===== src/rtl/core/lpf_pkg.sv =====
// ----------------------------------------------------------------------------
// lpf_pkg
// Shared widths, constants, types and helpers for the leapfrog particle core.
// ----------------------------------------------------------------------------
package lpf_pkg;

    // Field widths
    localparam int AXES      = 3;
    localparam int AXIS_W    = 2;
    localparam int FIX_W     = 32;
    localparam int DT_W      = 16;
    localparam int KE_W      = 63;

    // Shared multiplier: signed 34 x 34
    localparam int MUL_W     = 34;
    localparam int PROD_W    = 2 * MUL_W;

    // Divider: |dt * f| < 2^47, one quotient bit per cycle
    localparam int DIV_W     = 48;
    localparam int DIV_CNT_W = 6;

    // Saturation input width: 48 bit quotient plus sign plus carry
    localparam int SAT_IN_W  = 50;

    // Position term: floor(dt * v' / 2^16), product fits in 49 bits
    localparam int POS_SHIFT = 16;
    localparam int POS_MSB   = 48;
    localparam int POS_W     = POS_MSB - POS_SHIFT + 1;

    // Speed sum magnitude and its square
    localparam int MAG_W     = FIX_W + 1;
    localparam int SQ_PROD_W = 2 * MAG_W - 1;
    localparam int SQ_W      = 66;
    localparam int SQ_HALF   = 33;

    // Energy product mass * sum of squares, then >> 19 with saturation
    localparam int EPROD_W   = FIX_W + SQ_W;
    localparam int E_SHIFT   = 19;
    localparam int E_SAT_LSB = E_SHIFT + KE_W;

    localparam logic [DT_W-1:0]   TIME_STEP_RESET = DT_W'(131);
    localparam logic [KE_W-1:0]   KE_MAX          = {KE_W{1'b1}};
    localparam logic [AXIS_W-1:0] AXIS_LAST       = AXIS_W'(AXES - 1);

    // Sequencer states
    typedef enum logic [3:0] {
        S_IDLE,
        S_MUL_DF,
        S_DIV_LD,
        S_DIV,
        S_VN,
        S_MUL_DV,
        S_POS,
        S_SQ,
        S_E_LO,
        S_E_HI,
        S_E_ACC,
        S_E_SUM,
        S_OUT
    } t_state;

    // Shared multiplier operand select
    typedef enum logic [2:0] {
        MS_DT_F,
        MS_DT_V,
        MS_MAG,
        MS_E_LO,
        MS_E_HI
    } t_mul_sel;

    // Datapath controls decoded from the sequencer state
    typedef struct packed {
        logic     in_ready;
        logic     div_start;
        t_mul_sel mul_sel;
        logic     ld_vn;
        logic     ld_mag;
        logic     ld_pos;
        logic     ld_sq;
        logic     ld_elo;
        logic     ld_eacc;
        logic     ld_esum;
        logic     ld_out;
    } t_ctrl;

    // Clamp a wide signed value to the signed 32 bit range
    function automatic logic signed [FIX_W-1:0] sat32(input logic signed [SAT_IN_W-1:0] x);
        logic [SAT_IN_W-FIX_W:0] top;
        logic signed [FIX_W-1:0] res;
        top = x[SAT_IN_W-1:FIX_W-1];
        if ((&top) || !(|top)) begin
            res = x[FIX_W-1:0];
        end else if (x[SAT_IN_W-1]) begin
            res = {1'b1, {(FIX_W-1){1'b0}}};
        end else begin
            res = {1'b0, {(FIX_W-1){1'b1}}};
        end
        return res;
    endfunction

endpackage


===== src/rtl/core/lpf_mul.sv =====
// ----------------------------------------------------------------------------
// lpf_mul
// Shared signed 34 x 34 multiplier with a registered product.
// ----------------------------------------------------------------------------
module lpf_mul
    import lpf_pkg::*;
(
    input  logic                     i_clk,
    input  logic signed [MUL_W-1:0]  i_a,
    input  logic signed [MUL_W-1:0]  i_b,
    output logic signed [PROD_W-1:0] o_prod
);

    logic signed [PROD_W-1:0] r_prod;

    // One product per cycle, available the cycle after the operands
    always_ff @(posedge i_clk) begin
        r_prod <= PROD_W'(i_a) * PROD_W'(i_b);
    end

    assign o_prod = r_prod;

endmodule


===== config.mk =====
export PLATFORM = sky130hd
export DESIGN_NAME = lpf_mul
export DESIGN_NICKNAME = d
export VERILOG_FILES = /design/src/rtl/core/lpf_pkg.sv /design/src/rtl/core/lpf_mul.sv
export SDC_FILE = /design/constraint.sdc
export NUM_CORES = 2
export LEC_CHECK = 0
export ABC_CLOCK_PERIOD_IN_PS = 10100
export BUFFER_PORTS_ARGS = -buffer_cell sky130_fd_sc_hd__buf_2
export CAP_MARGIN = 5
export CORE_MARGIN = 8
export CORE_UTILIZATION = 37
export CTS_CLUSTER_SIZE = 30
export DETAILED_ROUTE_END_ITERATION = 7
export GPL_ROUTABILITY_DRIVEN = 0
export PLACE_DENSITY = 0.54
export SYNTH_ARGS = -nofsm -noshare
export SYNTH_HDL_FRONTEND = slang
export SYNTH_SLANG_ARGS = --single-unit

===== constraint.sdc =====
create_clock -name i_clk -period 10.1 [get_ports i_clk]
set_input_delay 1.01 -clock i_clk [delete_from_list [all_inputs] [get_ports i_clk]]
set_output_delay 1.01 -clock i_clk [all_outputs]
set_load 0.03 [all_outputs]

# --- Word-level counts from Yosys, hierarchy flattened ---
# Index checks and enable logic that the tools add are counted.
classes:
  mul: 1
ops:
  columns: ["op", "count"]
  rows:
  - ["34-bit by 34-bit multiplier with 68-bit output", 1]
word_totals:
  reg_bits: 68
  out_inout_bits: 68
  word_cells: 2

# --- Logic depth before layout (Yosys ltp) ---
logic_depth:
  depth_word: 1
  ltp_mapped: 31
  depth_no_buf: 29

# --- Worst setup path before layout ---
# OpenSTA, ideal clock, no wires.
synth_timing:
  path_type: "in2reg"
  start: "input i_a[33]"
  end: "register r_prod[65], in the netlist o_prod[65]"
  setup_time_ns: 0.072
  arrival_time_ns: 8.428
  required_time_ns: 10.028
  slack_ns: 1.600
  stages: 24
  path_buffers: 2
  cell_sequence: "clkbuf_1 nand2_1 inv_1 fa_1 fa_1 fa_1 fa_1 inv_1 fa_1 fa_1 fa_1 fa_1 inv_1 ha_1 clkdlybuf4s50_2 nand3_1 or2_2 nor2_1 a221oi_1 o21ai_0 a31oi_2 nor2_2 o41ai_2 xnor2_1"
synth_via:
  elab_chain_cells: 1
synth_lines:
  columns: ["element", "line", "source"]
  rows:
  - ["start: declaration", "lpf_mul.sv:9", "input logic signed [MUL_W-1:0] i_a,"]
  - ["34-bit by 34-bit multiplier with 68-bit output", "lpf_mul.sv:18", "r_prod <= PROD_W'(i_a) * PROD_W'(i_b);"]
  - ["end signal: assignment", "lpf_mul.sv:18", null]
  - ["end: declaration", "lpf_mul.sv:14", "logic signed [PROD_W-1:0] r_prod;"]
# Every way passes these cells.

# --- Worst setup path after layout ---
layout_timing:
  start: "input i_b[11]"
  end: "register r_prod[61], in the netlist o_prod[61]"
layout_via:
  elab_chain_cells: 1
layout_lines:
  columns: ["element", "line", "source"]
  rows:
  - ["start: declaration", "lpf_mul.sv:10", "input logic signed [MUL_W-1:0] i_b,"]
  - ["34-bit by 34-bit multiplier with 68-bit output", "lpf_mul.sv:18", null]
# Every way passes these cells.

==> results_dict.tcl <==
set metrics [dict create \
    outcome "finished, final reports clean" \
    grtUsageTotal_pct 19.9 \
    grt_pass1_vias 32600 \
    grt_overflow 0 \
    highest_layer "met5" \
    clk_path_buf_depth 2 \
    final_common_cell "fa_1" \
    ys_async_sr_fraction_pct 0 \
    num_io_pins 137 \
    drive_above_1_share_pct 4.83 \
    cts-resized-gates 0 \
    crit_fanout 24 \
    synth_seq_cells 68 \
    cp.required_ns 10.41 \
    worst_path_most_repeated_cell "fa_1" \
    worst_pin_slew_ns 1.14 \
    hold_viol 0 \
    dr_wl_met2_um 57900 \
    port_buffers 136 \
    cp_top_family "adder cells" \
    cts.sinks 68 \
    syn_avg_cell_area_um2 9.45 \
    ctsRootBufferMaster "clkbuf_16" \
    fp.dieW_um 357 \
    maxCapViolCount 0 \
    hold_path_class "in2reg" \
    antenna_found_initial 18 \
    cts_tree "yes" \
    wl_met3_um 6900 \
    largest_reg_flops 68 \
    slew_headroom_pct 23.9 \
    cp.arrival_ns 9.12 \
    syn-cell-area_um2 43000 \
    hpwlAfterDp_um 96300 \
    setup_viol 0 \
    htree_levels 3 \
    final_max_slew_viol_count 0 \
    post_cts_buffers 0 \
    crit_buf_inv 6 \
    synth-main-ff-cell "dfxtp_1" \
    final_cell_mix "fa_1, inv_1, and2_1" \
    avgRoutedWirePerCell_um 19.9 \
    synth_cells 4554 \
    rsz0062_at_grt "no" \
    synth.area.top_cells "fa_1, inv_1, and2_1" \
    areaGrowthSynthToFinish_pct 5.25 \
    synth-seq-area-share_pct 3.16 \
    rows 125 \
    cts_inserted_buffers 9 \
    crit_slowest_cell "buf_2" \
    period_share_pct 87.2 \
    drtAntennaViolNets 0 \
    critPathKind "in2reg" \
    drc 0 \
    grt_max_degree 35 \
    clk_pin_slew_ns 0.06 \
    cp-start-kind "primary input" \
    ys_warn_count 0 \
    viasPerCell 4.80 \
    min_period_ns 8.81 \
    start_util_pct 37.2 \
    setup_tns_ns 0 \
    drt-met1-wl_um 52500 \
    synth_edf_count 0 \
    holdBufCountCts 0 \
    max_freq_mhz 113 \
    coreArea_um2 116000 \
    drt_wl_total_um 120000 \
    synth_top_area_cell "fa_1" \
    netlist.area_leader.share_pct 57.7 \
    die_area_um2 127000 \
    dr.pass1.iters 5 \
    synth_fp_nets 6068 \
    crit_path_end_kind "flop" \
    vias 29000 \
    fin_nets 6021 \
    die_h_um 357 \
    ys_types 69 \
    first_iter_violations 1650 \
    grt_first_pass_wirelength_um 194000 \
    cp_slowest_stage_delay_ns 0.65 \
]
==> metal layers <==
layer / vias to the layer above / global-route usage (%)
li1: 12700 / -
met2: 726 / 33.4
met3: 154 / 3.50
met1: 15400 / 26.9
met4: 6 / 4.89
met5: - / 0
==> per-stage QoR <==
step                      setup WS, ns  utilization, %  cells  hold WS (ns)  cell area (um^2)
after floorplan                   1.60               -   4554          1.14             43000
after global placement           0.865            38.9   6020          1.45             45000
after detailed placement         0.880            38.9   6020          1.45             45000
after CTS                         1.32            39.1   6036          1.10             45300
after global routing             0.970            39.1   6038          1.14             45300
final                             1.29            39.1   6048          1.13             45300
==> Yosys cell counts, drive strengths merged, types with 2 or more instances <==
library cell,instances
fa,1241
inv,1231
and2,623
nand2,542
clkbuf,217
ha,204
dfxtp,68
a21oi,63
nor2,56
xnor2,56
o21ai,41
a21o,37
xor2,23
nand2b,20
o21bai,12
nand3,11
nand4,11
a31oi,10
buf,9
nor2b,9
and3,8
a211oi,7
o41ai,6
nor3,5
a221oi,4
o21a,4
or2,4
a211o,3
o211ai,3
a2111o,2
a21bo,2
a311oi,2
and4,2
o221ai,2
o31ai,2
or3,2
==> final timing paths <==
path              startpoint          to  slack [ns]  cells past startpoint
hold / removal        i_a[0]   o_prod[0]        1.13                      2
setup / recovery     i_b[11]  o_prod[61]        1.29                     26
==> area by class of cell <==
| cell class | instances | area (um^2) |
|---|---|---|
| Antenna cell | 12 | 30.0 |
| Clock buffer | 10 | 239 |
| Clock inverter | 6 | 47.5 |
| Fill cell | 11700 | 70500 |
| Inverter | 1232 | 4620 |
| Multi-Input combinational cell | 3026 | 36100 |
| Sequential cell | 68 | 1360 |
| Tap cell | 1524 | 1910 |
| Timing Repair Buffer | 170 | 936 |
==> cells by family (layout without fill, tap and decap cells) <==
group	count (synthesis)	after routing	share of synthesized area (%)
flip-flops	68	68	3.16
buffers and inverters	1460	1418	12.8
AO/OA/AOI/OAI	206	206	3.35
XOR/XNOR	79	79	1.61
AND/OR/NAND/NOR	1296	1296	15.4
adder cells (fa/ha/maj)	1445	1445	63.7
other	0	12	0
Power is left out: the tool's default activity adds up to more than one toggle a clock period on the data nets, which glitch-free logic cannot reach.
