### src/rtl/core/lpf_pkg.sv
// ----------------------------------------------------------------------------
// lpf_pkg
// Shared widths, constants, types and helpers for the leapfrog particle core.
// ----------------------------------------------------------------------------
package lpf_pkg;

    // Field widths
    localparam int AXES      = 3;
    localparam int AXIS_W    = 2;
    localparam int FIX_W     = 32;
    localparam int DT_W      = 16;
    localparam int KE_W      = 63;

    // Shared multiplier: signed 34 x 34
    localparam int MUL_W     = 34;
    localparam int PROD_W    = 2 * MUL_W;

    // Divider: |dt * f| < 2^47, one quotient bit per cycle
    localparam int DIV_W     = 48;
    localparam int DIV_CNT_W = 6;

    // Saturation input width: 48 bit quotient plus sign plus carry
    localparam int SAT_IN_W  = 50;

    // Position term: floor(dt * v' / 2^16), product fits in 49 bits
    localparam int POS_SHIFT = 16;
    localparam int POS_MSB   = 48;
    localparam int POS_W     = POS_MSB - POS_SHIFT + 1;

    // Speed sum magnitude and its square
    localparam int MAG_W     = FIX_W + 1;
    localparam int SQ_PROD_W = 2 * MAG_W - 1;
    localparam int SQ_W      = 66;
    localparam int SQ_HALF   = 33;

    // Energy product mass * sum of squares, then >> 19 with saturation
    localparam int EPROD_W   = FIX_W + SQ_W;
    localparam int E_SHIFT   = 19;
    localparam int E_SAT_LSB = E_SHIFT + KE_W;

    localparam logic [DT_W-1:0]   TIME_STEP_RESET = DT_W'(131);
    localparam logic [KE_W-1:0]   KE_MAX          = {KE_W{1'b1}};
    localparam logic [AXIS_W-1:0] AXIS_LAST       = AXIS_W'(AXES - 1);

    // Sequencer states
    typedef enum logic [3:0] {
        S_IDLE,
        S_MUL_DF,
        S_DIV_LD,
        S_DIV,
        S_VN,
        S_MUL_DV,
        S_POS,
        S_SQ,
        S_E_LO,
        S_E_HI,
        S_E_ACC,
        S_E_SUM,
        S_OUT
    } t_state;

    // Shared multiplier operand select
    typedef enum logic [2:0] {
        MS_DT_F,
        MS_DT_V,
        MS_MAG,
        MS_E_LO,
        MS_E_HI
    } t_mul_sel;

    // Datapath controls decoded from the sequencer state
    typedef struct packed {
        logic     in_ready;
        logic     div_start;
        t_mul_sel mul_sel;
        logic     ld_vn;
        logic     ld_mag;
        logic     ld_pos;
        logic     ld_sq;
        logic     ld_elo;
        logic     ld_eacc;
        logic     ld_esum;
        logic     ld_out;
    } t_ctrl;

    // Clamp a wide signed value to the signed 32 bit range
    function automatic logic signed [FIX_W-1:0] sat32(input logic signed [SAT_IN_W-1:0] x);
        logic [SAT_IN_W-FIX_W:0] top;
        logic signed [FIX_W-1:0] res;
        top = x[SAT_IN_W-1:FIX_W-1];
        if ((&top) || !(|top)) begin
            res = x[FIX_W-1:0];
        end else if (x[SAT_IN_W-1]) begin
            res = {1'b1, {(FIX_W-1){1'b0}}};
        end else begin
            res = {1'b0, {(FIX_W-1){1'b1}}};
        end
        return res;
    endfunction

endpackage

### src/rtl/core/lpf_div.sv
// ----------------------------------------------------------------------------
// lpf_div
// Restoring unsigned divider, one quotient bit per cycle.
// ----------------------------------------------------------------------------
module lpf_div
    import lpf_pkg::*;
(
    input  logic             i_clk,
    input  logic             i_rst_n,
    input  logic             i_start,
    input  logic [DIV_W-1:0] i_dividend,
    input  logic [FIX_W-1:0] i_divisor,
    output logic             o_done,
    output logic [DIV_W-1:0] o_quotient
);

    localparam logic [DIV_CNT_W-1:0] DIV_LAST = DIV_CNT_W'(DIV_W - 1);

    logic [FIX_W-1:0]     r_rem;
    logic [FIX_W-1:0]     n_rem;
    logic [DIV_W-1:0]     r_quo;
    logic [DIV_W-1:0]     n_quo;
    logic [DIV_CNT_W-1:0] r_cnt;
    logic                 r_busy;
    logic                 r_done;
    logic [FIX_W:0]       trial;
    logic [FIX_W+1:0]     diff;
    logic                 fits;

    // Trial subtract: shift in the next dividend bit, compare with divisor
    always_comb begin
        trial = {r_rem, r_quo[DIV_W-1]};
        diff  = {1'b0, trial} - {2'b00, i_divisor};
        fits  = !diff[FIX_W+1];
        n_rem = fits ? diff[FIX_W-1:0] : trial[FIX_W-1:0];
        n_quo = {r_quo[DIV_W-2:0], fits};
    end

    // Step counter and done flag
    always_ff @(posedge i_clk) begin
        if (!i_rst_n) begin
            r_busy <= 1'b0;
            r_done <= 1'b0;
            r_cnt  <= '0;
        end else if (i_start) begin
            r_busy <= 1'b1;
            r_done <= 1'b0;
            r_cnt  <= '0;
        end else if (r_busy) begin
            r_cnt <= r_cnt + 1'b1;
            if (r_cnt == DIV_LAST) begin
                r_busy <= 1'b0;
                r_done <= 1'b1;
            end
        end
    end

    // Remainder and dividend/quotient shift register
    always_ff @(posedge i_clk) begin
        if (i_start) begin
            r_rem <= '0;
            r_quo <= i_dividend;
        end else if (r_busy) begin
            r_rem <= n_rem;
            r_quo <= n_quo;
        end
    end

    assign o_done     = r_done;
    assign o_quotient = r_quo;

endmodule

### config.mk
export PLATFORM = sky130hd
export DESIGN_NAME = lpf_div
export DESIGN_NICKNAME = d
export VERILOG_FILES = /design/src/rtl/core/lpf_pkg.sv /design/src/rtl/core/lpf_div.sv
export SDC_FILE = /design/constraint.sdc
export NUM_CORES = 1
export LEC_CHECK = 0
export BUFFER_PORTS_ARGS = -buffer_cell sky130_fd_sc_hd__buf_4
export CAP_MARGIN = 20
export CORE_ASPECT_RATIO = 1.75
export CORE_MARGIN = 10
export CORE_UTILIZATION = 40
export DETAILED_ROUTE_END_ITERATION = 8
export SETUP_SLACK_MARGIN = 0.4
export SLEW_MARGIN = 30
export SYNTH_ARGS = -nofsm -noshare
export SYNTH_HDL_FRONTEND = slang
export SYNTH_SLANG_ARGS = --single-unit
### constraint.sdc
create_clock -name i_clk -period 5.7 [get_ports i_clk]
set_input_delay 1.71 -clock i_clk [delete_from_list [all_inputs] [get_ports i_clk]]
set_output_delay 1.71 -clock i_clk [all_outputs]
set_load 0.01 [all_outputs]
## Yosys cells after proc, flatten, opt, wreduce, memory -nomap -nowiden

Cells that the tools add are included.

| storage, ports and cells | value |
|---|---|
| output and inout bits | 49 |
| flip-flop bits (word level) | 88 |
| word-level logic and storage cells | 19 |

| operators by class | value |
|---|---|
| multiplexer cells | 6 |
| reductions and logical operators | 4 |
| bitwise gates (word level) | 1 |
| add/sub/neg operators | 2 |
| equality and inequality tests | 1 |

Operators with widths:

| kind | number |
|---|---|
| two-way mux 48 bit | 2 |
| subtractor 33 x 32 -> 34 bit | 1 |
| two-way mux 32 bit | 1 |
| adder 6 x 1 -> 6 bit, second input constant | 1 |
| == test 6 bit, second input constant | 1 |
| two-way mux 1 bit | 3 |
| AND reduction 2 bit | 1 |
| nonzero test 2 bit | 1 |
| OR reduction 2 bit | 1 |
| logical NOT 1 bit | 1 |
| NOT 1 bit | 1 |

## Logic depth before layout (Yosys ltp)

Gate-level depths: netlist (run 1).

| logic depth | value |
|---|---|
| depth in word-level cells | 4 |
| mapped depth | 14 |
| depth with buffers taken out | 13 |

## Worst setup path after synthesis (run 1)

No wires, ideal clock.

| path | value |
|---|---|
| path kind | input -> register |
| start point | input i_divisor[16] |
| end point | register r_quo[0] (netlist: o_quotient[0]) (data pin) |
| path buffers | 2 |
| stages on the path | 12 |
| setup time | 260 ps |
| slack | 1383 ps |
| data arrival time | 4057 ps |
| cells stage by stage | inv_1 -> ha_1 -> a21oi_1 -> a21boi_0 -> o21ai_1 -> a221oi_1 -> a21oi_1 -> o22a_2 -> a41o_1 -> buf_6 -> buf_6 -> mux2_2 |

| between the ends | value |
|---|---|
| word-level cells in the longest chain between the ends | 4 |

RTL lines:

| element | RTL line | source |
|---|---|---|
| from (decl) | lpf_div.sv:12 | `input logic [FIX_W-1:0] i_divisor,` |
| subtractor 33 x 32 -> 34 bit | lpf_div.sv:33 | `diff = {1'b0, trial} - {2'b00, i_divisor};` |
| logical NOT 1 bit | lpf_div.sv:34 | `fits = !diff[FIX_W+1];` |
| two-way mux 48 bit | lpf_div.sv:63 | `end else if (r_busy) begin` |
| two-way mux 48 bit | lpf_div.sv:60 | `if (i_start) begin` |
| to (signal assigned) | lpf_div.sv:62 | `r_quo <= i_dividend;` |
| to (signal assigned) | lpf_div.sv:65 | `r_quo <= n_quo;` |
| to (decl) | lpf_div.sv:21 | `logic [DIV_W-1:0] r_quo;` |

Every way passes these cells. The select of a mux whose other input is x is not followed.
A chain may end at the register's enable or synchronous reset.

## Final worst setup path (run 1)

| path | value |
|---|---|
| start point | input i_divisor[9] |
| end point | register r_rem[26] |

| between the ends | value |
|---|---|
| word-level cells in the longest chain between the ends | 2 |

RTL lines:

| element | RTL line | source |
|---|---|---|
| subtractor 33 x 32 -> 34 bit | lpf_div.sv:33 |  |
| two-way mux 32 bit | lpf_div.sv:35 | `n_rem = fits ? diff[FIX_W-1:0] : trial[FIX_W-1:0];` |
| to (signal assigned) | lpf_div.sv:64 | `r_rem <= n_rem;` |
| to (decl) | lpf_div.sv:19 | `logic [FIX_W-1:0] r_rem;` |

Every way passes these cells.

==> results of run 1 <==
[kinds of logic (layout without fill, tap and decap cells)]
group	count (synthesis)	count (layout)
AO/OA/AOI/OAI	137	137
AND/OR/NAND/NOR	116	116
XOR/XNOR	29	29
flip-flops	88	88
adder cells (fa/ha/maj)	34	34
multiplexers	67	67
buffers and inverters	68	194
[synth_stat cells, types with 2 or more instances]
library cell  number
o31a_1             3
inv_1             43
mux2i_1           18
nand4_1            5
a311oi_1           8
or3_1              3
nor2b_1            4
ha_1              33
nor3_1             5
a211oi_1          18
a2111oi_0          2
a31oi_1            6
nor2_1            45
buf_6              2
nor3b_1            4
and2_1             3
mux2_2            49
o21ai_0           26
clkbuf_1          19
a21o_1            22
nand3_1            5
a21boi_0           2
a221oi_1           4
edfxtp_1          48
nand2b_1           4
xnor2_1           11
dfxtp_1           40
a41oi_1            2
a21oi_1           24
o21a_1             3
nand2_1           33
xor2_1            18
a32oi_1            5
[sequential cells by signal (all words and copies together) (netlist names)]
| signal | flops |
|---|---|
| o_quotient | 48 |
| r_busy | 1 |
| r_cnt | 6 |
| r_rem | 32 |
| o_done | 1 |
[power groups by stage]
stage	sequential, uW	clock, uW	combinational (uW)
CTS	767	674	411
detailed placement	779	0	409
floorplan	788	0	233
global route	774	697	450
finish	766	653	407
global placement	779	0	403
[final timing paths]
kind | depth (start not counted) | end | startpoint
hold reg to reg | 2 | r_rem[31]$_SDFFE_PP0P_ | r_rem[31]$_SDFFE_PP0P_
hold / removal | 2 | r_rem[31]$_SDFFE_PP0P_ | r_rem[31]$_SDFFE_PP0P_
setup / recovery | 12 | r_rem[26]$_SDFFE_PP0P_ | i_divisor[9]
setup reg to reg | 10 | r_rem[26]$_SDFFE_PP0P_ | r_rem[8]$_SDFFE_PP0P_
[area by class of cell]
| type | count | area (um2) |
|---|---|---|
| fill | 1277 | 6490 |
| multi-input combinational | 383 | 2910 |
| sequential | 88 | 2240 |
| timing repair buffer | 135 | 1030 |
| clock buffer | 9 | 225 |
| tap | 174 | 218 |
| inverter | 43 | 164 |
| clock inverter | 7 | 101 |
[per-stage QoR]
stage                     worst slack [ns]  instance area [um2]  hold WS (ns)
after floorplan                       1.38                 5450         0.446
after global placement               0.625                 6560         0.457
after detailed placement             0.587                 6560         0.464
after CTS                            0.933                 6890         0.480
after global routing                 0.623                 6890         0.517
final                                0.950                 6890         0.478
[critical path, delay by kind of cell]
family,cells,cell delay (ns)
buffers and inverters,2,0.11
AOI/OAI and AO/OA,5,1.81
adders and majority gates,1,0.34
and+or+nand+nor,4,1.02
[metal layers]
metal | wire length [um] | vias up | track usage (%) | part of all wire [%]
li1 | - | 2227 | - | -
met1 | 5670 | 2100 | 17.2 | 37
met2 | 7600 | 163 | 27.1 | 50
met3 | 1530 | 26 | 7.15 | 10
met4 | 330 | 0 | 5.43 | 2.2
met5 | 0 | - | 0 | 0
==> impl_results.md, run 1 <==
- Post-synth EDFFs: 48
- CTS resizes: 0
- Cell Rows: 56
- Switch Pwr: 503 uW
- Gr usage total: 16.1%
- Hold Vio Cnt, Final: 0
- Post-synthesis mux area share: 13.4%
- Net Sw Frac: 27.6%
- Cell Chain, Critical Path: buf_4 -> inv_1 -> ha_1 -> and3_1 -> and4_1 -> o311ai_1 -> a311o_1 -> nor4_2 -> o22a_2 -> a41o_1 -> nand2_1 -> o21ai_0
- Leak Pwr: 0.00302 uW
- Max stage delay on crit path: 0.74 ns
- Largest family of logic cells by synthesized area: compound AO/OA/AOI/OAI gates
- Remaining antenna violation count: 0
- Final core utilization: 51.5%
- # H-tree levels: 3
- Synth top area share: 26.5%
- Worst EP required: 5.94 ns
- Async set-or-reset flop fraction in the synthesized netlist: 0%
- First-pass GRT wire length: 24,300 um
- Ant diodes: 0
- Syn Nets: 656
- RSZ-0062 raised after global routing: false
- Max Slew Vio Count: 0
- Peak VDD IR: 197 uV
- Top FF cell, synth: edfxtp_1
- Via density: 5.38
- Initial antenna violation count: 0
- Synth warn: 0
- WL/cell: 18.0 um
- FF+latch count, synth: 88
- Clk Latency, worst-skew pair: 0.34 ns
- Die H: 174 um
- Max Fanout on Critical Path: 13
- Post-Syn Area: 5450 um2
- Sequential cell fraction of total power: 41.9%
- Tmin final: 4.75 ns
- Placer Congestion: 0.997
- Finished Layout Cells: 839
- Crit share post-route: 83.3%
- Slew HR: 45.4%
- Synth Area in Compound Gates: 17.6%
- Area contributors post-synth: edfxtp_1 (26%), dfxtp_1 (15%), mux2_2 (10%)
- Xor/xnor cell area share of the yosys netlist: 4.66%
- Number of setup buffers added after CTS: 0
- Die area: 18,900 um2
- Core Region: 13,400 um2
- Setup-failing EPs final: 0
- Simple-gate share of the synthesized area: 9.79%
- Power density over the cells: 265 nW/um2
- Comb pwr share: 22.3%
- Inserted Clock Buffers: 9
- HP Class: register to register
- Area delta synth->final: 26.6%
- Pre-antenna DRT Iters: 4
- Max Cap Viol: 0
- Post-DP HPWL: 11,500 um
- Synth area leader: edfxtp_1
- Post-route DRC: 0
- Via count: 4,516
- Number of port buffers: 131
- Most frequent cells in the layout: buf_4 (133), mux2_2 (49), edfxtp_1 (48)
- Ratio of cells with drive above 1 in the final layout: 31.0%
- Seq/Total Area, Yosys: 41.2%
- Root Driver: clkbuf_16
- Setup CP Type: input pin to register
- Worst setup EP type: register
- Syn_area_per_cell: 10.1 um2
- Reg2reg setup slack: 2.09 ns
- Setup TNS: 0 ns
- Starting DRC count in detailed routing: 147
- Clk sinks: 88
- Syn Inst Count: 539
- Slew @ Worst Pin: 0.818 ns
- Die width: 108 um
- Overall Power: 1830 uW
- Congestion Overflow GR: 0
- Vias in the first global route: 4,675
- Worst-path clk slew: 0.06 ns
- Achievable Freq: 211 MHz
- Status: complete, no violations
- Post-layout nets: 777
- Maximum clock path buffer count: 2
- Most common cell after layout, fill and taps aside: buf_4
- Cell Int Power: 1320 uW
- Adder-cell share of the synthesized area: 7.95%
- Critical Path Start Type: input pin
- Pin count of the biggest net entering global routing: 80
- Routed wire length: 15,100 um
- Arr. time, crit path: 4.99 ns
- Skew final: 0.00916 ns
- Dpl cells: 823
- Number of I/O pins: 132
- CP max-delay cell: a41o_1
- Hold-fix buffers, CTS: 0
- Initial Util: 40.7%
- Clk pwr share: 35.8%
- Netlist cell types: 55
- CTS tree: done
Power figures use the tool's default switching activity.
==> run 2, diff against run 1 <==
clock period = 4.3 ns   (was 5.7 ns; I/O delays follow)
==> impl_results.md, run 2 (same netlist as run 1, synthesis figures left out) <==
- Peak VDD IR: 260 uV (+32%)
- Slew @ Worst Pin: 0.829 ns (+0.0110 ns)
- Setup-failing EPs final: 0 (unchanged)
- Arr. time, crit path: 3.99 ns (-1.00 ns)
- Power density over the cells: 334 nW/um2 (+26%)
- Die H: 174 um (unchanged)
- Clk sinks: 88 (unchanged)
- Leak Pwr: 0.00304 uW (+0.36%)
- Starting DRC count in detailed routing: 142 (-3.4%)
- Reg2reg setup slack: 1.14 ns (-0.95 ns)
- First-pass GRT wire length: 24,600 um (+1.0%)
- Fill cells: 1,242 (-2.7%)
- Via count: 4,608 (+2.0%)
- CP max-delay cell: or3_1
- Crit share post-route: 87.0%
- Most frequent cells in the layout: buf_4 (143), mux2_2 (49), edfxtp_1 (48)
- Setup CP Type: input pin to register
- Post-route DRC: 0 (unchanged)
- Worst r2r dst: r_rem[30]$_SDFFE_PP0P_
- Root Driver: clkbuf_16
- Worst setup slack after layout: 0.557 ns (-0.393 ns)
- CP endpoint: r_rem[9]$_SDFFE_PP0P_
- Status: complete, no violations
- Pre-antenna DRT Iters: 4 (unchanged)
- WL/cell: 18.0 um (-0.20%)
- Most common cell after layout, fill and taps aside: buf_4
- Max Slew Vio Count: 0 (unchanged)
- Post-Place Worst Slack: 0.151 ns (-0.436 ns)
- Maximum clock path buffer count: 2 (unchanged)
- Worst EP required: 4.55 ns (-1.39 ns)
- Worst-path clk slew: 0.07 ns (about the same)
- RSZ-0062 raised after global routing: false
- Placer Congestion: 0.958 (-3.9%)
- Slew HR: 44.6% (-0.79 points)
- Remaining antenna violation count: 0 (unchanged)
- Initial antenna violation count: 0 (unchanged)
- Critical Path Source: i_divisor[10]
- Hold-fix buffers, CTS: 0 (unchanged)
- # H-tree levels: 3 (unchanged)
- Number of port buffers: 131 (unchanged)
- Cell Chain, Critical Path: buf_4 -> inv_1 -> ha_4 -> and3_4 -> and4_1 -> o311ai_2 -> a311o_1 -> nor4_2 -> o22a_2 -> a41oi_4 -> buf_12 -> or3_1 -> a311oi_2
- Max Cap Viol: 0 (unchanged)
- Max Fanout on Critical Path: 17 (+4)
- Congestion Overflow GR: 0 (unchanged)
- CTS tree: done
- Die area: 18,900 um2 (unchanged)
- Clk Latency, worst-skew pair: 0.34 ns (about the same)
- Ratio of cells with drive above 1 in the final layout: 33.8% (+2.9 points)
- HP Class: register to register
- Number of I/O pins: 132 (unchanged)
- Hold slack: 0.475 ns (-0.00366 ns)
- Worst setup EP type: register
- Max reg flops: 48 (unchanged)
- Critical Path Start Type: input pin
- Core Region: 13,400 um2 (unchanged)
- Die width: 108 um (unchanged)
- Post-layout nets: 786 (+1.2%)
- Vias in the first global route: 4,888 (+4.6%)
- R2R depth: 13 (+3)
- Via density: 5.43 (+0.95%)
- Hold Vio Cnt, Final: 0 (unchanged)
- Tmin final: 3.74 ns
- FF-to-FF Start: o_quotient[47]$_DFFE_PP_
- Setup TNS: 0 ns (unchanged)
- Inserted Clock Buffers: 9 (unchanged)
- Post-DP HPWL: 11,500 um (about the same)
- Pin count of the biggest net entering global routing: 51 (-36%)
- Initial Util: 40.7% (unchanged)
- Cell Rows: 56 (unchanged)
- Skew final: 0.0105 ns (+0.00139 ns)
- Max stage delay on crit path: 0.39 ns (-0.35 ns)
- Area delta synth->final: 28.6%
- Ant diodes: 0 (unchanged)
- Routed wire length: 15,300 um (+0.87%)
- Gr usage total: 16.1% (+0.040 points)
- Achievable Freq: 267 MHz
run 2: cell count changes in the layout (fill, tap and decap cells not counted), moves of 2 or more:
cell,change
a211oi_2,+2
a211oi_1,-2
inv_6,+2
buf_4,+10
clkinvlp_4,+2
ha_4,+4
ha_1,-6
bufinv_16,-2
ha_2,+2
run 2: critical path, delay by kind of cell:
kind                     cells  cell delay [ns]
AO/OA/AOI/OAI                5             1.13
AND/OR/NAND/NOR              4             0.96
adder cells (fa/ha/maj)      1             0.29
buffers and inverters        3             0.32
run 2: timing repair:
| item | CTS | global route |
|---|---|---|
| resized for setup | 0 | 16 |
| endpoints found under the hold margin | 0 | 0 |
| buffers inserted | 0 | 0 |
| endpoints found under the setup margin | 0 | 26 |
run 2: how the worst min path moves through the flow:
stage / startpoint / end / slack, ns / depth (start not counted)
floorplan: r_rem[31]$_SDFFE_PP0P_ / r_rem[31]$_SDFFE_PP0P_ / 0.45 / 2
global placement: r_rem[31]$_SDFFE_PP0P_ / r_rem[31]$_SDFFE_PP0P_ / 0.46 / 2
detailed placement: r_rem[31]$_SDFFE_PP0P_ / r_rem[31]$_SDFFE_PP0P_ / 0.47 / 2
CTS: r_rem[31]$_SDFFE_PP0P_ / r_rem[31]$_SDFFE_PP0P_ / 0.48 / 2
global route: r_rem[31]$_SDFFE_PP0P_ / r_rem[31]$_SDFFE_PP0P_ / 0.50 / 2
finish: r_rem[31]$_SDFFE_PP0P_ / r_rem[31]$_SDFFE_PP0P_ / 0.47 / 2
run 2: routing by layer:
| layer | vias up | global-route usage (%) | share of wire (%) |
|---|---|---|---|
| met5 | - | 0 | 0 |
| met4 | 0 | 6.26 | 2.7 |
| met3 | 30 | 7.19 | 9.5 |
| met2 | 162 | 27.2 | 50 |
| met1 | 2169 | 16.9 | 38 |
| li1 | 2247 | - | - |
run 2: power by group:
group          switching [uW]  total, uW  internal [uW]
Clock                     359        760            401
Combinational             280        564            283
Sequential               46.8       1020            970
Total                     686       2340           1650
run 2: cell type report:
class                   instances  area, um2  area share (%)
multi-input cells             383       3010            42.9
flip-flops and latches         88       2240            32.0
repair buffers                144       1090            15.6
clock buffers                  10        229            3.27
well taps                     174        218            3.11
inverters                      43        163            2.32
clock inverters                 6       50.0           0.715
run 2: through the flow:
step / utilization, % / power [uW] / area, um2 / cells
2_1_floorplan: - / 1350 / 5450 / 539
3_5_place_dp: 49.5 / 1580 / 6630 / 832
3_3_place_gp: 49.5 / 1580 / 6630 / 832
5_1_grt: 52.3 / 2460 / 7000 / 848
6_report: 52.3 / 2340 / 7000 / 848
4_1_cts: 51.6 / 2350 / 6910 / 848
